==> src/design/mid_pkg.sv <==
// Shared definitions for the MIPS instruction decoder: field widths,
// opcode and function codes, and the instruction number encoding.
// No dependencies.
package mid_pkg;

   // Field widths of the instruction word and of the result word.
   localparam int unsigned WORD_W  = 32;
   localparam int unsigned ID_W    = 6;
   localparam int unsigned REG_W   = 5;
   localparam int unsigned IMM_W   = 16;
   localparam int unsigned TGT_W   = 26;
   localparam int unsigned OP_W    = 6;
   localparam int unsigned FN_W    = 6;
   localparam int unsigned CODE_W  = 20;

   // Primary opcodes.
   localparam logic [OP_W-1:0] OP_SPECIAL = 6'h00;
   localparam logic [OP_W-1:0] OP_REGIMM  = 6'h01;
   localparam logic [OP_W-1:0] OP_J       = 6'h02;
   localparam logic [OP_W-1:0] OP_JAL     = 6'h03;
   localparam logic [OP_W-1:0] OP_BEQ     = 6'h04;
   localparam logic [OP_W-1:0] OP_BNE     = 6'h05;
   localparam logic [OP_W-1:0] OP_BLEZ    = 6'h06;
   localparam logic [OP_W-1:0] OP_BGTZ    = 6'h07;
   localparam logic [OP_W-1:0] OP_ADDI    = 6'h08;
   localparam logic [OP_W-1:0] OP_ADDIU   = 6'h09;
   localparam logic [OP_W-1:0] OP_SLTI    = 6'h0A;
   localparam logic [OP_W-1:0] OP_SLTIU   = 6'h0B;
   localparam logic [OP_W-1:0] OP_ANDI    = 6'h0C;
   localparam logic [OP_W-1:0] OP_ORI     = 6'h0D;
   localparam logic [OP_W-1:0] OP_XORI    = 6'h0E;
   localparam logic [OP_W-1:0] OP_LUI     = 6'h0F;
   localparam logic [OP_W-1:0] OP_COP0    = 6'h10;
   localparam logic [OP_W-1:0] OP_LB      = 6'h20;
   localparam logic [OP_W-1:0] OP_LH      = 6'h21;
   localparam logic [OP_W-1:0] OP_LW      = 6'h23;
   localparam logic [OP_W-1:0] OP_LBU     = 6'h24;
   localparam logic [OP_W-1:0] OP_LHU     = 6'h25;
   localparam logic [OP_W-1:0] OP_SB      = 6'h28;
   localparam logic [OP_W-1:0] OP_SH      = 6'h29;
   localparam logic [OP_W-1:0] OP_SW      = 6'h2B;

   // Function codes under the special opcode.
   localparam logic [FN_W-1:0] FN_SLL     = 6'h00;
   localparam logic [FN_W-1:0] FN_SRL     = 6'h02;
   localparam logic [FN_W-1:0] FN_SRA     = 6'h03;
   localparam logic [FN_W-1:0] FN_SLLV    = 6'h04;
   localparam logic [FN_W-1:0] FN_SRLV    = 6'h06;
   localparam logic [FN_W-1:0] FN_SRAV    = 6'h07;
   localparam logic [FN_W-1:0] FN_JR      = 6'h08;
   localparam logic [FN_W-1:0] FN_JALR    = 6'h09;
   localparam logic [FN_W-1:0] FN_SYSCALL = 6'h0C;
   localparam logic [FN_W-1:0] FN_BREAK   = 6'h0D;
   localparam logic [FN_W-1:0] FN_MFHI    = 6'h10;
   localparam logic [FN_W-1:0] FN_MTHI    = 6'h11;
   localparam logic [FN_W-1:0] FN_MFLO    = 6'h12;
   localparam logic [FN_W-1:0] FN_MTLO    = 6'h13;
   localparam logic [FN_W-1:0] FN_MULT    = 6'h18;
   localparam logic [FN_W-1:0] FN_MULTU   = 6'h19;
   localparam logic [FN_W-1:0] FN_DIV     = 6'h1A;
   localparam logic [FN_W-1:0] FN_DIVU    = 6'h1B;
   localparam logic [FN_W-1:0] FN_ADD     = 6'h20;
   localparam logic [FN_W-1:0] FN_ADDU    = 6'h21;
   localparam logic [FN_W-1:0] FN_SUB     = 6'h22;
   localparam logic [FN_W-1:0] FN_SUBU    = 6'h23;
   localparam logic [FN_W-1:0] FN_AND     = 6'h24;
   localparam logic [FN_W-1:0] FN_OR      = 6'h25;
   localparam logic [FN_W-1:0] FN_XOR     = 6'h26;
   localparam logic [FN_W-1:0] FN_NOR     = 6'h27;
   localparam logic [FN_W-1:0] FN_SLT     = 6'h2A;
   localparam logic [FN_W-1:0] FN_SLTU    = 6'h2B;

   // Coprocessor-0 codes.
   localparam logic [FN_W-1:0]   FN_ERET   = 6'h18;
   localparam logic [REG_W-1:0]  RS_MF     = 5'h00;
   localparam logic [REG_W-1:0]  RS_MT     = 5'h04;
   localparam logic [CODE_W-1:0] ERET_CODE = 20'h80000;

   // Branch selectors in the rt field under the regimm opcode.
   localparam logic [REG_W-1:0] RT_BLTZ   = 5'h00;
   localparam logic [REG_W-1:0] RT_BGEZ   = 5'h01;
   localparam logic [REG_W-1:0] RT_BLTZAL = 5'h10;
   localparam logic [REG_W-1:0] RT_BGEZAL = 5'h11;

   // Instruction numbers reported on the result channel.
   typedef enum logic [ID_W-1:0] {
      ID_NOP = 6'd0,
      ID_ADD, ID_ADDU, ID_SUB, ID_SUBU, ID_AND, ID_OR, ID_XOR, ID_NOR,
      ID_SLT, ID_SLTU, ID_SLLV, ID_SRLV, ID_SRAV,
      ID_MULT, ID_MULTU, ID_DIV, ID_DIVU,
      ID_MFHI, ID_MFLO, ID_MTHI, ID_MTLO, ID_JR, ID_JALR,
      ID_SLL, ID_SRL, ID_SRA, ID_BREAK, ID_SYSCALL,
      ID_MFC0, ID_MTC0, ID_ERET,
      ID_ADDI, ID_ADDIU, ID_ANDI, ID_ORI, ID_XORI, ID_LUI,
      ID_LB, ID_LBU, ID_LH, ID_LHU, ID_LW, ID_SB, ID_SH, ID_SW,
      ID_BEQ, ID_BNE, ID_BGEZ, ID_BGTZ, ID_BLEZ, ID_BLTZ, ID_BGEZAL, ID_BLTZAL,
      ID_SLTI, ID_SLTIU, ID_J, ID_JAL,
      ID_UNKNOWN
   } insn_id_type;

endpackage

==> src/design/mips_instruction_decoder_core.sv <==
// Top level of the MIPS instruction decoder: input register, classifier, result register.
// Depends on mid_pkg and mid_decode.
//
// Usage:
// The request side presents an instruction word on req_instr_word and raises
// start; the word is taken at a rising edge where start is high and busy is low.
// busy never rises, so a new word can be taken at every clock edge.
// Each word yields exactly one result word: rsp_strobe is high for one cycle
// while rsp_insn_id and the raw operand fields (rs, rt, rd, shamt, immediate
// and 26-bit target) are valid. The result is taken at the edge ending that cycle.
// A taken word passes two register stages, input word then result, before it
// appears on the result ports.
// Throughput: one word per cycle, set by the single classifier pass between
// the two registers.
// Reset (synchronous, active high) clears both valid flags; no result is shown
// afterwards until a new word is taken.
// The receiver cannot stall: results are presented once and are not held.
module mips_instruction_decoder_core (
   input  logic                          clock,
   input  logic                          reset,
   input  logic                          start,
   output logic                          busy,
   input  logic [mid_pkg::WORD_W-1:0]    req_instr_word,
   output logic                          rsp_strobe,
   output logic [mid_pkg::ID_W-1:0]      rsp_insn_id,
   output logic [mid_pkg::REG_W-1:0]     rsp_src_reg,
   output logic [mid_pkg::REG_W-1:0]     rsp_tgt_reg,
   output logic [mid_pkg::REG_W-1:0]     rsp_dst_reg,
   output logic [mid_pkg::REG_W-1:0]     rsp_shift_amount,
   output logic [mid_pkg::IMM_W-1:0]     rsp_immediate,
   output logic [mid_pkg::TGT_W-1:0]     rsp_target
);
   import mid_pkg::*;

   logic              accept;
   logic              word_valid_ff;
   logic              word_valid_in;
   logic [WORD_W-1:0] word_ff;
   logic [WORD_W-1:0] word_in;
   insn_id_type       dec_id;
   logic              rsp_valid_ff;
   logic              rsp_valid_in;
   logic [ID_W-1:0]   rsp_id_ff;
   logic [ID_W-1:0]   rsp_id_in;
   logic [WORD_W-1:0] rsp_word_ff;
   logic [WORD_W-1:0] rsp_word_in;

   // The pipeline never backs up, so the block is always ready.
   assign busy   = 1'b0;
   assign accept = start && !busy;

   // Input stage: capture the word on accept.
   assign word_valid_in = accept;
   assign word_in       = accept ? req_instr_word : word_ff;

   always_ff @(posedge clock) begin
      if (reset) begin
         word_valid_ff <= 1'b0;
      end else begin
         word_valid_ff <= word_valid_in;
      end
      word_ff <= word_in;
   end

   mid_decode u_decode (
      .word    (word_ff),
      .insn_id (dec_id)
   );

   // Result stage: instruction number plus the word the raw fields come from.
   assign rsp_valid_in = word_valid_ff;
   assign rsp_id_in    = word_valid_ff ? ID_W'(dec_id) : rsp_id_ff;
   assign rsp_word_in  = word_valid_ff ? word_ff : rsp_word_ff;

   always_ff @(posedge clock) begin
      if (reset) begin
         rsp_valid_ff <= 1'b0;
      end else begin
         rsp_valid_ff <= rsp_valid_in;
      end
      rsp_id_ff   <= rsp_id_in;
      rsp_word_ff <= rsp_word_in;
   end

   assign rsp_strobe       = rsp_valid_ff;
   assign rsp_insn_id      = rsp_id_ff;
   assign rsp_src_reg      = rsp_word_ff[25:21];
   assign rsp_tgt_reg      = rsp_word_ff[20:16];
   assign rsp_dst_reg      = rsp_word_ff[15:11];
   assign rsp_shift_amount = rsp_word_ff[10:6];
   assign rsp_immediate    = rsp_word_ff[15:0];
   assign rsp_target       = rsp_word_ff[25:0];

endmodule

==> src/design/mid_decode.sv <==
// Combinational classifier: maps one instruction word to its instruction number.
// Depends on mid_pkg for the opcode, function and instruction codes.
module mid_decode (
   input  logic [mid_pkg::WORD_W-1:0] word,
   output mid_pkg::insn_id_type       insn_id
);
   import mid_pkg::*;

   logic [OP_W-1:0]  op;
   logic [REG_W-1:0] rs;
   logic [REG_W-1:0] rt;
   logic [REG_W-1:0] rd;
   logic [REG_W-1:0] sh;
   logic [FN_W-1:0]  fn;
   insn_id_type      spec_id;
   insn_id_type      cop0_id;
   insn_id_type      main_id;

   assign op = word[31:26];
   assign rs = word[25:21];
   assign rt = word[20:16];
   assign rd = word[15:11];
   assign sh = word[10:6];
   assign fn = word[5:0];

   // Special opcode: each function code owns one arm, with its zero-field checks.
   always_comb begin
      spec_id = ID_UNKNOWN;
      unique case (fn)
         FN_ADD:     if (sh == '0) spec_id = ID_ADD;
         FN_ADDU:    if (sh == '0) spec_id = ID_ADDU;
         FN_SUB:     if (sh == '0) spec_id = ID_SUB;
         FN_SUBU:    if (sh == '0) spec_id = ID_SUBU;
         FN_AND:     if (sh == '0) spec_id = ID_AND;
         FN_OR:      if (sh == '0) spec_id = ID_OR;
         FN_XOR:     if (sh == '0) spec_id = ID_XOR;
         FN_NOR:     if (sh == '0) spec_id = ID_NOR;
         FN_SLT:     if (sh == '0) spec_id = ID_SLT;
         FN_SLTU:    if (sh == '0) spec_id = ID_SLTU;
         FN_SLLV:    if (sh == '0) spec_id = ID_SLLV;
         FN_SRLV:    if (sh == '0) spec_id = ID_SRLV;
         FN_SRAV:    if (sh == '0) spec_id = ID_SRAV;
         FN_MULT:    if (sh == '0 && rd == '0) spec_id = ID_MULT;
         FN_MULTU:   if (sh == '0 && rd == '0) spec_id = ID_MULTU;
         FN_DIV:     if (sh == '0 && rd == '0) spec_id = ID_DIV;
         FN_DIVU:    if (sh == '0 && rd == '0) spec_id = ID_DIVU;
         FN_MFHI:    if (sh == '0 && rs == '0 && rt == '0) spec_id = ID_MFHI;
         FN_MFLO:    if (sh == '0 && rs == '0 && rt == '0) spec_id = ID_MFLO;
         FN_MTHI:    if (sh == '0 && rt == '0 && rd == '0) spec_id = ID_MTHI;
         FN_MTLO:    if (sh == '0 && rt == '0 && rd == '0) spec_id = ID_MTLO;
         FN_JR:      if (sh == '0 && rt == '0 && rd == '0) spec_id = ID_JR;
         FN_JALR:    if (sh == '0 && rt == '0) spec_id = ID_JALR;
         FN_SLL:     if (rs == '0) spec_id = ID_SLL;
         FN_SRL:     if (rs == '0) spec_id = ID_SRL;
         FN_SRA:     if (rs == '0) spec_id = ID_SRA;
         FN_BREAK:   spec_id = ID_BREAK;
         FN_SYSCALL: spec_id = ID_SYSCALL;
         default:    spec_id = ID_UNKNOWN;
      endcase
   end

   // Coprocessor 0: register moves need a clear shift field; eret has a fixed code.
   always_comb begin
      cop0_id = ID_UNKNOWN;
      if (sh == '0 && fn == FN_SLL) begin
         if (rs == RS_MF) cop0_id = ID_MFC0;
         else if (rs == RS_MT) cop0_id = ID_MTC0;
      end else if (word[25:6] == ERET_CODE && fn == FN_ERET) begin
         cop0_id = ID_ERET;
      end
   end

   // Primary opcode selects the group; immediate and jump forms resolve here.
   always_comb begin
      main_id = ID_UNKNOWN;
      unique case (op)
         OP_SPECIAL: main_id = spec_id;
         OP_COP0:    main_id = cop0_id;
         OP_ADDI:    main_id = ID_ADDI;
         OP_ADDIU:   main_id = ID_ADDIU;
         OP_ANDI:    main_id = ID_ANDI;
         OP_ORI:     main_id = ID_ORI;
         OP_XORI:    main_id = ID_XORI;
         OP_LUI:     if (rs == '0) main_id = ID_LUI;
         OP_LB:      main_id = ID_LB;
         OP_LBU:     main_id = ID_LBU;
         OP_LH:      main_id = ID_LH;
         OP_LHU:     main_id = ID_LHU;
         OP_LW:      main_id = ID_LW;
         OP_SB:      main_id = ID_SB;
         OP_SH:      main_id = ID_SH;
         OP_SW:      main_id = ID_SW;
         OP_BEQ:     main_id = ID_BEQ;
         OP_BNE:     main_id = ID_BNE;
         OP_BGTZ:    if (rt == '0) main_id = ID_BGTZ;
         OP_BLEZ:    if (rt == '0) main_id = ID_BLEZ;
         OP_REGIMM: begin
            unique case (rt)
               RT_BGEZ:   main_id = ID_BGEZ;
               RT_BLTZ:   main_id = ID_BLTZ;
               RT_BGEZAL: main_id = ID_BGEZAL;
               RT_BLTZAL: main_id = ID_BLTZAL;
               default:   main_id = ID_UNKNOWN;
            endcase
         end
         OP_SLTI:    main_id = ID_SLTI;
         OP_SLTIU:   main_id = ID_SLTIU;
         OP_J:       main_id = ID_J;
         OP_JAL:     main_id = ID_JAL;
         default:    main_id = ID_UNKNOWN;
      endcase
   end

   // The all-zero word is a nop and never reported as a shift.
   assign insn_id = (word == '0) ? ID_NOP : main_id;

endmodule

==> config.mk <==
export PLATFORM = sky130hd
export DESIGN_NAME = mips_instruction_decoder_core
export DESIGN_NICKNAME = d
export VERILOG_FILES = /design/src/design/mid_pkg.sv /design/src/design/mips_instruction_decoder_core.sv /design/src/design/mid_decode.sv
export SDC_FILE = /design/constraint.sdc
export NUM_CORES = 1
export LEC_CHECK = 0
export ABC_AREA = 0
export BUFFER_PORTS_ARGS = -buffer_cell sky130_fd_sc_hd__buf_2
export CORE_ASPECT_RATIO = 0.7
export CORE_UTILIZATION = 33
export DETAILED_ROUTE_END_ITERATION = 10
export SETUP_SLACK_MARGIN = 0.3
export SYNTH_ARGS = -nofsm -noshare
export SYNTH_HDL_FRONTEND = slang
export SYNTH_SLANG_ARGS = --single-unit
==> constraint.sdc <==
create_clock -name clock -period 4.5 [get_ports clock]
set_input_delay 0.9 -clock clock [delete_from_list [all_inputs] [get_ports clock]]
set_output_delay 0.9 -clock clock [all_outputs]
set_load 0.05 [all_outputs]
# Word level (Yosys, flattened, before mapping)
# Index checks and enable logic that the tools add are counted.
[totals]
register_bits = 66
input_bits = 35
word_cells = 111
[classes]
eq_ne = 56
muxes = 36
n_reduce_logical = 14
[op_table]
columns = ["op", "n"]
rows = [
  ["two-way mux 6 bit", 30],
  ["case mux 6 bit (28 select lines)", 1],
  ["case mux 6 bit (25 select lines)", 1],
  ["equality test 6 bit, second input constant", 18],
  ["equality test 6 x 4 -> 1 bit, second input constant", 12],
  ["equality test 6 x 5 -> 1 bit, second input constant", 9],
  ["equality test 6 x 3 -> 1 bit, second input constant", 7],
  ["logical NOT 32 bit", 1],
  ["equality test 6 x 2 -> 1 bit, second input constant", 4],
  ["equality test 20 bit, second input constant", 1],
  ["logical NOT 5 bit", 4],
  ["case mux 4 bit (4 select lines)", 1],
  ["logical NOT 6 bit", 2],
  ["equality test 5 bit, second input constant", 2],
  ["two-way mux 4 bit", 2],
  ["logical AND 1 bit", 7],
  ["equality test 6 x 1 -> 1 bit, second input constant", 1],
  ["equality test 5 x 1 -> 1 bit, second input constant", 1],
  ["equality test 5 x 3 -> 1 bit, second input constant", 1],
  ["two-way mux 5 bit", 1],
]

# Longest topological paths before layout
# Gate-level depths: netlist (run 1).
[depth]
depth_word = 6
mapped_depth = 9
mapped_depth_nobuf = 6

# Cells and area by module
# A second synthesis (run 1) with hierarchy kept.
[hier_totals]
cells_unflattened = 331
hier_area_um2 = 3597.2
[by_module_without_submodules]
columns = ["module", "n_inst", "cells_per_inst", "area_each_um2"]
rows = [
  ["mips_instruction_decoder_core", 1, 106, 2255.9],
  ["mid_decode", 1, 225, 1341.3],
]

# Worst setup path before layout (run 1)
# Ideal clock, no wire load.
[synth_path]
kind = "flip-flop to flip-flop"
startpoint = "reg word_ff[21]"
endpoint = "reg rsp_id_ff[1] (netlist: rsp_insn_id[1]) (data pin)"
setup_ns = 0.277
arrival_time_ns = 1.734
t_required_ns = 4.223
path_slack_ns = 2.490
stages_incl_launch_ff = 7
synth_period_minus_slack_ns = 2.010
path_cell_list = "edfxtp_1 -> or4_4 -> or2_4 -> a2bb2oi_2 -> o22ai_1 -> nor4b_2 -> o2111ai_1"
[synth_between]
elab_chain_cells = 4
[synth_rtl]
columns = ["element", "line", "text"]
rows = [
  ["start: declaration", "mips_instruction_decoder_core.sv:38", "logic [WORD_W-1:0] word_ff;"],
  ["start signal: assignment", "mips_instruction_decoder_core.sv:62", "word_ff <= word_in;"],
  ["logical NOT 5 bit", "-", ""],
  ["two-way mux 6 bit, on equally long branches", "mid_decode.sv:54, mid_decode.sv:53, mid_decode.sv:66", ""],
  ["case mux 6 bit (28 select lines) or two-way mux 6 bit (tied branches)", "mid_decode.sv:29, mid_decode.sv:65", ""],
  ["case mux 6 bit (25 select lines)", "mid_decode.sv:76", "unique case (op)"],
  ["end signal: assignment", "mips_instruction_decoder_core.sv:81", "rsp_id_ff <= rsp_id_in;"],
  ["end: declaration", "mips_instruction_decoder_core.sv:43", "logic [ID_W-1:0] rsp_id_ff;"],
]
# Parallel ways exist; a longest one is shown, timed or not.
# A chain may end at the register's enable or synchronous reset.

# Worst setup path after layout (run 1)
[layout_path]
startpoint = "reg word_ff[3]"
endpoint = "reg rsp_id_ff[1] (netlist: rsp_insn_id[1]) (data pin)"
[layout_between]
elab_chain_cells = 4
[layout_rtl]
columns = ["element"]
rows = [
  ["parallel branches: the longest is 4 deep, another holds case mux 6 bit (28 select lines)"],
]
# Several ways; the timed one is not identified.

==> results of run 1 <==
==> synthesized netlist by cell type (3+ instances only) <==
cell type / number / area (µm²)
nor2_1: 26 / 97.6
edfxtp_1: 64 / 1920
a31oi_1: 4 / 25.0
nand2b_1: 7 / 43.8
nand3_1: 9 / 45.0
nor2b_1: 12 / 75.1
o21ai_0: 13 / 65.1
a22oi_1: 4 / 30.0
nor3_1: 10 / 50.1
nor3b_1: 3 / 22.5
o21bai_1: 3 / 22.5
a211oi_1: 3 / 22.5
inv_1: 7 / 26.3
nand2_1: 20 / 75.1
nor4_1: 8 / 50.1
buf_6: 4 / 45.0
clkbuf_1: 11 / 41.3
buf_4: 39 / 293
o22ai_1: 6 / 37.5
or3_1: 3 / 18.8
a21oi_1: 23 / 115
==> area by class of cell <==
class	count	area, µm²
clock buffer	12	246
clock inverter	4	27.5
fill	1037	6320
inverter	7	26.3
multi-input combinational	206	1260
sequential	66	1960
tap	148	185
timing repair buffer	104	523
==> per-stage QoR <==
| stage | worst slack, ps | utilization [%] |
|---|---|---|
| 4_1_cts | 2030 | 40.1 |
| 6_report | 1940 | 40.1 |
| 5_1_grt | 1770 | 40.1 |
| 2_1_floorplan | 2490 | - |
| 3_3_place_gp | 2080 | 37.5 |
| 3_5_place_dp | 2020 | 37.5 |
==> how the worst max path moves through the flow <==
| stage | from | to | depth (start not counted) |
|---|---|---|---|
| after floorplan | word_ff[21] | rsp_insn_id[1] | 6 |
| after global placement | word_ff[3] | rsp_insn_id[1] | 6 |
| after detailed placement | word_ff[3] | rsp_insn_id[1] | 6 |
| after CTS | word_ff[3] | rsp_insn_id[1] | 6 |
| after global routing | word_ff[3] | rsp_insn_id[1] | 6 |
| final | word_ff[3] | rsp_insn_id[1] | 6 |
==> where the power goes <==
part	switching [W]	internal (W)	leakage, nW
Clock	0.000249	0.000388	0.137
Combinational	0.000248	0.0000887	0.780
Sequential	0.0000662	0.000732	0.631
==> kinds of logic (layout without fill, tap and decap cells) <==
| group | Yosys count | after routing |
|---|---|---|
| AOI/OAI and AO/OA | 86 | 86 |
| buffers and inverters | 66 | 127 |
| DFF | 66 | 66 |
| muxes | 2 | 2 |
| other | 1 | 1 |
| and+or+nand+nor | 117 | 117 |
==> worst max-delay path: stages, from the launching register on <==
cell and delay, ps:
edfxtp_1 730, nor4_1 660, and2_1 250, nand3_1 110, nor2b_1 170, nor4_1 170
o2111ai_1 180
==> flip-flops by register name (all words and copies together) (netlist names) <==
name / count
rsp_valid_in: 1
rsp_insn_id: 6
rsp_word_ff: 26
rsp_strobe: 1
word_ff: 32
==> metal layers <==
layer,up-vias,GRT usage (%),share of wire (%)
met4,0,6.08,1.8
met3,15,4.76,8.8
met2,139,20.2,42
li1,1349,-,-
met5,-,0,0
met1,1301,20.6,47
==> layout by cell type, fill, tap and decap left out, types with 3 or more instances in the layout <==
master     synthesis  routed
o21bai_1           3       3
o21ai_0           13      13
nand2_1           20      20
a211oi_1           3       3
a22oi_1            4       4
nor2b_1           12      12
nand2b_1           7       7
a31oi_1            4       4
a21oi_1           23      23
or3_1              3       3
nor3b_1            3       3
clkbuf_16          0       9
nor3_1            10      10
buf_2              2     103
edfxtp_1          64      64
nand3_1            9       9
o22ai_1            6       6
inv_1              7       7
nor2_1            26      26
nor4_1             8       8
==> summary.md, run 1 <==
| Metric | Value |
|---|---|
| Net Count, Synth | `approximately 370` |
| Root buffer cell | `clkbuf_16` |
| Nets | `between 400 and 500` |
| Max-slew headroom | `about 44%` |
| WP data arrival | `between 2000 and 3000 ps` |
| Worst hold margin | `between 400 and 500 ps` |
| Register bit count reported by yosys | `66` |
| Post-synthesis mux area share | `less than 1%` |
| Initial core utilization | `around a third` |
| Hold buffer count at CTS | `0` |
| Antenna violations before repair | `0` |
| Worst R2R Start | `word_ff[3]` |
| Post-CTS setup buffer count | `0` |
| Worst min path class | `flop to flop` |
| Seq/Total Area, Yosys | `a little over half` |
| Total Power | `0.00177 W` |
| Status | `finished, final reports clean` |
| Reg2reg end | `rsp_insn_id[1]` |
| Total track usage | `between 10% and 20%` |
| Cell Count, Final, Fillers Out | `547` |
| Slew Limit Fails | `0` |
| Die area | `between 0.01 and 0.015 mm²` |
| Detailed-route via count | `2,804` |
| R2R depth | `6` |
| Clk_lat worst skew | `~330 ps` |
| Crit Path Category | `flop to flop` |
| CTS tree | `yes` |
| Pleak | `1.55 nW` |
| Final instance area | `roughly 0.0042 mm²` |
| Worst Tran Pin Value | `845 ps` |
| Crit end category | `flop` |
| Hold_sp | `word_ff[13]` |
| Hold endpoint | `rsp_word_ff[13]` |
| GRT overflow | `0` |
| Routed len/inst | `15.2 µm` |
| Worst vdd ir | `between 0.0002 and 0.00025 V` |
| Clock transition at the registers of the reported paths | `around 50 ps` |
| Row count | `31` |
| Die X | `128 µm` |
| Post-cts sizing count | `0` |
| Part of the cycle the worst path needs | `56.8%` |
| Vias in the first global route | `around 2,400` |
| Mapped Area | `0.00366 mm²` |
| RSZ-0062 raised after global routing | `false` |
| Total clock sinks | `66` |
| # placed instances | `531` |
| Max-cap violations | `0` |
| CP max FO | `28` |
| Ys async rst share | `0%` |
| DRT Pass-1 Iters | `5` |
| Fmax | `0.391 GHz` |
| Hold depth | `0` |
| Synth Area per Inst | `about 11 µm²` |
| DRC viols | `0` |
| Adder-Cell Fraction of Synth Area | `0%` |
| IO Count | `approximately 110` |
| CTS H-tree lvls | `3` |
| Layout area overhead | `15.7%` |
| Final Skew | `about 5.8 ps` |
| Post-DP HPWL | `5830 µm` |
| Yosys cell types | `63` |
| Post-Syn Instances | `around 340` |
| Setup TNS | `0 ps` |
| Via density per instance | `between 5 and 6` |
| Setup violations, final | `0` |
| Core ar. | `between 0.01 and 0.015 mm²` |
| Synth Area in XOR/XNOR | `0%` |
| Post-synth EDFFs | `64` |
| Cell Pwr Density | `about 420 mW/mm²` |
| Global-route wire length before repair | `~13,000 µm` |
| Die Y | `between 90 and 100 µm` |
| Synth Flop Type | `edfxtp_1` |
| Crit path time final | `2560 ps` |
| Diodes inserted | `0` |
| Compound-Gate Fraction of Synth Area | `around 16%` |
| Share of cells above drive strength 1 | `between 30% and 40%` |
| DRT Wirelength | `around 8300 µm` |
| PortBufs | `103` |
| Setup slack, reg-to-reg | `between 1500 and 2000 ps` |
| Iter 0 DRT Violations | `roughly 180` |
| Gpl congestion | `0.953` |
| Num CTS Buffers | `9` |
| Largest family of logic cells by synthesized area | `simple AND/OR/NAND/NOR gates` |
| Final Hold Fails | `0` |
| Placed Instance Area | `between 0.003 and 0.004 mm²` |
| CTS Buffer Depth | `2` |
| CP startpoint kind | `flop` |
| CP required | `approximately 4500 ps` |
| Synth Area in Simple Gates | `between 10% and 20%` |
| Largest net degree at the start of global routing | `34` |
| Synth Warn # | `0` |
| DRT antenna net count | `0` |
Note: power is estimated with default switching activity, not from simulation.
==> run 2, diff against run 1 <==
- ABC_AREA: 0 -> 1
- clock period: 4.5 -> 2.3 ns (I/O delays scaled with it)
==> run 2 against run 1 <==
Against the previous run: clock skew fell by 0.69 ps; sequential cell count did not move; total power rose by 98%; clock power rose by 98%; first-iteration DRC count fell by 6.3%; combinational power rose by 120%; critical endpoint is now rsp_insn_id[3].
==> summary.md, run 2 <==
| Metric | Value |
|---|---|
| Status | `finished, final reports clean` |
| # placed instances | `613` |
| Final Hold Fails | `0` |
| Fmax | `just over 0.5 GHz` |
| DRT Wirelength | `9050 µm` |
| Max-slew headroom | `62.4%` |
| Worst vdd ir | `around 0.00054 V` |
| Main area contributors after synthesis | `edfxtp_1 54%, buf_4 8.0%, nand2_1 8.0%, nor2_1 8.0%, nand3_1 6.3%` |
| Part of the cycle the worst path needs | `83.8%` |
| CP required | `about 2400 ps` |
| Max-cap violations | `0` |
| Crit end category | `flop` |
| Crit Path Category | `flop to flop` |
| CP Buf/Inv Count | `2` |
| Cell Count, Final, Fillers Out | `approximately 640` |
| Net Sw Power | `roughly 0.0012 W` |
| Iter 0 DRT Violations | `approximately 170` |
| Top cell by count, worst path | `nand2_1` |
| CP max-delay cell | `edfxtp_1` |
| Synth Flop Type | `edfxtp_1` |
| Net Count, Synth | `440` |
| Setup violations, final | `0` |
| Post-synth EDFFs | `64` |
| Worst min path class | `primary input to flop` |
| Root buffer cell | `clkbuf_16` |
| Slew Limit Fails | `0` |
| Row count | `31` |
| CP startpoint kind | `flop` |
| Synth top area share | `a little over half` |
| Cell Pwr Density | `769 mW/mm²` |
| Most frequent cells in the layout | `103 x buf_2, 72 x nand2_1, 64 x edfxtp_1, 62 x nor2_1` |
| Gpl congestion | `a little over 0.9` |
| Post-Syn Instances | `around 410` |
| Initial core utilization | `about 34%` |
| Final Skew | `roughly 5.1 ps` |
| Share of cells above drive strength 1 | `a little over a third` |
| Total Power | `about 0.0035 W` |
| Yosys cell types | `26` |
| Sw Ratio | `roughly 33%` |
| Total clock sinks | `66` |
| Leading area contributor after synthesis | `edfxtp_1` |
| Mapped Area | `0.00358 mm²` |
| Diodes inserted | `0` |
| Max stage delay on crit path | `about 460 ps` |
| Crit path time final | `between 1500 and 2000 ps` |
| Gate power share | `21.3%` |
| Final Util | `43.8%` |
| Synth Area per Inst | `about 8.9 µm²` |
| Largest net degree at the start of global routing | `34` |
| GRT overflow | `0` |
| Most common cell after layout, fill and taps aside | `buf_2` |
| Sequential Power Share | `roughly 43%` |
| Layout area overhead | `27.5%` |
| Antenna violations before repair | `0` |
| Vias in the first global route | `2,663` |
| DRT antenna net count | `0` |
| Die Y | `just under 90 µm` |
| Ys async rst share | `0%` |
| Worst Tran Pin Value | `564 ps` |
| Clock power frac | `approximately 36%` |
| Pint | `around 0.0023 W` |
| DRC viols | `0` |
| PortBufs | `103` |
| Pleak | `between 2 and 2.5 nW` |
| WP data arrival | `approximately 2000 ps` |
| Die X | `~130 µm` |
| Global-route wire length before repair | `~14,000 µm` |
| Seq/Total Area, Yosys | `between 50% and 60%` |
| CTS tree | `yes` |
| Synth Warn # | `0` |
| Nets | `~540` |
| Via density per instance | `4.83` |
| RSZ-0062 raised after global routing | `true` |
| CTS Buffer Depth | `2` |
| Pre-CTS WS | `about 190 ps` |
| Max reg flops | `32` |
| Core ar. | `0.0104 mm²` |
| Detailed-route via count | `about 3,100` |
| Worst path top cell family by delay | `simple AND/OR/NAND/NOR gates` |
| Top post-synthesis cells by count | `76 x nand2_1, 76 x nor2_1, 64 x edfxtp_1` |
| CP max FO | `7` |
| CTS H-tree lvls | `3` |
| CP cell instances | `inv_2 > nor2_4 > buf_6 > nand3_2 > nand2_1 > nor2_1 > nand2_1 > nor2_1 > nand2_1 > nand2_1 > o21bai_1 > a21oi_1` |
| Post-route setup slack | `roughly 370 ps` |
| Routed len/inst | `14.2 µm` |
| IO Count | `about 110` |
| Post-DP HPWL | `~6700 µm` |
| Top reg by flops | `word_ff` |
| Num CTS Buffers | `9` |
| Total track usage | `between 10% and 20%` |
| Clk_lat worst skew | `approximately 330 ps` |
| Setup TNS | `0 ps` |
| Clock transition at the registers of the reported paths | `~60 ps` |
| Die area | `about 0.011 mm²` |
| DRT Pass-1 Iters | `5` |
| Register bit count reported by yosys | `66` |
==> run 2: worst paths after layout <==
kind / from / cells past startpoint / end / slack [ps]
worst min-delay path: reset / 2 / rsp_valid_in / 300
worst min register to register: word_ff[14] / 0 / rsp_word_ff[14] / 450
worst max register to register: word_ff[3] / 12 / rsp_insn_id[3] / 370
worst max-delay path: word_ff[3] / 12 / rsp_insn_id[3] / 370
==> run 2: worst reg2reg max path, cell delays in order (launching register included) <==
cell and delay (ps):
edfxtp_1 460, inv_2 90, nor2_4 270, buf_6 160, nand3_2 80, nand2_1 90, nor2_1 50, nand2_1 60
nor2_1 40, nand2_1 120, nand2_1 70, o21bai_1 110, a21oi_1 80
==> run 2: power by group through the flow <==
stage	Sequential [W]	Clock, W	Combinational [W]
after floorplan	0.00167	0	0.000413
after global placement	0.00152	0	0.000709
after detailed placement	0.00153	0	0.000703
after CTS	0.00150	0.00130	0.000714
after global routing	0.00152	0.00134	0.000794
final	0.00151	0.00126	0.000749
==> run 2: logic make-up (layout without fill, tap and decap cells) <==
family | after synthesis | after routing | synth area share, %
AOI/OAI and AO/OA | 27 | 27 | 4.47
other | 1 | 1 | 0.105
and+or+nand+nor | 231 | 231 | 28.3
DFF | 66 | 66 | 54.7
buffers and inverters | 80 | 180 | 12.4
==> run 2: layer usage <==
metal	track usage, %	vias up	share of wire [%]
met5	0	-	0
met4	6.02	0	1.2
met3	5.39	8	7.4
met2	23.2	143	41
met1	23.5	1407	51
li1	-	1519	-
==> run 2: repair_timing <==
item	CTS	global route
endpoints found under the hold margin	0	0
gates cloned	0	0
pin swaps	0	10
gates resized for setup	4	39
setup buffers	3	5
hold buffers	0	0
endpoints found under the setup margin	4	5
==> run 2: final cells by class <==
class / instances / area [µm²]
clock inverter: 6 / 42.5
multi-input combinational: 259 / 1340
tap: 132 / 165
timing repair buffer: 122 / 678
sequential: 66 / 1960
clock buffer: 10 / 229
inverter: 42 / 158
fill: 985 / 5860
==> run 2: metrics by stage <==
| stage | hold slack, ps | instance area [µm²] |
|---|---|---|
| after floorplan | 426 | 3580 |
| after global placement | 433 | 4080 |
| after detailed placement | 438 | 4080 |
| after CTS | 279 | 4380 |
| after global routing | 278 | 4570 |
| final | 295 | 4570 |
==> run 3, diff against run 2 <==
- ABC_AREA: 1 -> 0
- clock period: 2.3 -> 2 ns (I/O delays scaled with it)
==> run 3 against run 2 <==
Against the previous run: the flow now finishes with violations (setup timing); first-iteration DRC count up 120%; final area up 13%; register-to-register slack worse by 560 ps; non-clock buffer count up 79; global-route usage up 0.92 points; clock skew up 1.6 ps; hold slack worse by 55 ps; total power up 21%; wire length up 12%; largest cell class unchanged; largest power group unchanged.
==> summary.md, run 3 (synthesis results as in run 1) <==
| Metric | Value |
|---|---|
| Status | `complete, but fails checks` |
| Violated checks | `setup timing` |
| Root buffer cell | `clkbuf_16` |
| WP data arrival | `2250 ps` |
| Core ar. | `between 0.01 and 0.015 mm²` |
| CP max FO | `4` |
| Hold depth | `1` |
| Die area | `between 0.01 and 0.015 mm²` |
| DRT Pass-1 Iters | `5` |
| Final Util | `48.9%` |
| Slew Limit Fails | `0` |
| Die X | `between 100 and 150 µm` |
| IO Count | `between 100 and 150` |
| Share of cells above drive strength 1 | `about half` |
| Final Skew | `6.78 ps` |
| Nets | `526` |
| Final Hold Fails | `0` |
| PortBufs | `103` |
| Placed Instance Area | `between 0.004 and 0.005 mm²` |
| GRT overflow | `0` |
| Gpl congestion | `0.957` |
| DRT Wirelength | `10,100 µm` |
| Setup violations, final | `3` |
| Crit path time final | `~2200 ps` |
| Antenna violations before repair | `0` |
| Worst vdd ir | `roughly 0.0005 V` |
| Vias in the first global route | `2,902` |
| R2R depth | `7` |
| Clock transition at the registers of the reported paths | `60 ps` |
| Layout area overhead | `41.0%` |
| Routed len/inst | `between 15 and 20 µm` |
| Worst min path class | `primary input to flop` |
| DRC viols | `0` |
| Crit Path Category | `flop to flop` |
| Setup TNS | `-378 ps` |
| CTS H-tree lvls | `3` |
| CP required | `~2000 ps` |
| Row count | `31` |
| Iter 0 DRT Violations | `between 300 and 400` |
| Detailed-route via count | `about 3,300` |
| Via density per instance | `approximately 5.0` |
| Total clock sinks | `66` |
| CTS Buffer Depth | `2` |
| Fmax | `roughly 0.46 GHz` |
| Final instance area | `roughly 0.0052 mm²` |
| Crit end category | `flop` |
| Max-cap violations | `0` |
| Cell Pwr Density | `slightly above 800 mW/mm²` |
| Hold buffer count at CTS | `0` |
| Post-route setup slack | `-190 ps` |
| Global-route wire length before repair | `around 15,000 µm` |
| Post-DP HPWL | `approximately 7400 µm` |
| Part of the cycle the worst path needs | `109%` |
| Largest net degree at the start of global routing | `34` |
| Total track usage | `roughly 17%` |
| Most common cell after layout, fill and taps aside | `buf_2` |
| CTS tree | `yes` |
| Clk_lat worst skew | `between 300 and 400 ps` |
| Max-slew headroom | `around two thirds` |
| Die Y | `90.1 µm` |
| Worst Tran Pin Value | `around 500 ps` |
| Top reg by flops | `word_ff` |
| Num CTS Buffers | `9` |
| Pleak | `between 2 and 2.5 nW` |
| RSZ-0062 raised after global routing | `true` |
| Diodes inserted | `0` |
| Most frequent cells in the layout | `103 x buf_2, 91 x buf_4, 64 x edfxtp_1, 26 x nor2_1, 21 x a21oi_1` |
| DRT antenna net count | `0` |
| CP startpoint kind | `flop` |
| Initial core utilization | `between 30 and 40%` |
| Max reg flops | `32` |
| Worst hold margin | `between 200 and 250 ps` |
-- run 3: cell types whose count changed in the layout (fill, tap and decap cells not counted), moves of 11 or more --
cell	delta
a21oi_1	+12
buf_4	+75
inv_1	-30
nand2_1	-52
nand3_1	-29
nor2_1	-36
nor2_2	-11
nor2b_1	+11
-- run 3: per-layer routing --
layer  wire length [µm]  share of wire (%)  GRT usage, %  vias to the layer above
met3                825                8.2          5.48                       17
met5                  0                  0             0                        -
met1               4960                 49          26.1                     1522
met4                142                1.4          5.88                        0
met2               4180                 41          23.1                      162
li1                   -                  -             -                     1549
-- run 3: critical path, cell delays in order (launching register included) --
cell	delay, ps
edfxtp_1	380
or4_4	560
nor2_1	110
buf_4	150
nand3_2	80
nor2b_4	140
nor4_4	320
o2111ai_2	180
-- run 3: through the flow --
step / worst slack, ps / power (W) / std cells
floorplan: 26.9 / 0.00246 / 338
global placement: -239 / 0.00276 / 613
detailed placement: -179 / 0.00276 / 613
CTS: -109 / 0.00421 / 632
global route: -262 / 0.00441 / 644
finish: -190 / 0.00424 / 644
-- run 3: area by class of cell --
type / instances / area, µm²
fillers: 974 / 5400
flip-flops and latches: 66 / 1960
inverters: 7 / 26.3
multi-input cells: 206 / 1410
clock inverters: 7 / 43.8
repair buffers: 201 / 1300
well taps: 148 / 185
clock buffers: 9 / 225
-- run 3: final timing paths --
| kind | start | end | slack [ps] |
|---|---|---|---|
| hold reg to reg | word_ff[15] | rsp_word_ff[15] | 450 |
| setup reg to reg | word_ff[21] | rsp_insn_id[1] | -190 |
| setup / recovery | word_ff[21] | rsp_insn_id[1] | -190 |
| hold / removal | req_instr_word[28] | word_ff[28] | 240 |
-- run 3: repair_timing --
action | in CTS | in global routing
pin swaps | 2 | 10
buffers inserted | 3 | 12
resized for setup | 8 | 25
endpoints found under the setup margin | 6 | 6
-- run 3: power breakdown --
| group | switching [W] | leakage (nW) | total, W | internal [W] |
|---|---|---|---|---|
| logic | 0.000713 | 1.31 | 0.00108 | 0.000370 |
| registers | 0.0000816 | 0.631 | 0.00173 | 0.00165 |
| clock network | 0.000597 | 0.125 | 0.00143 | 0.000831 |
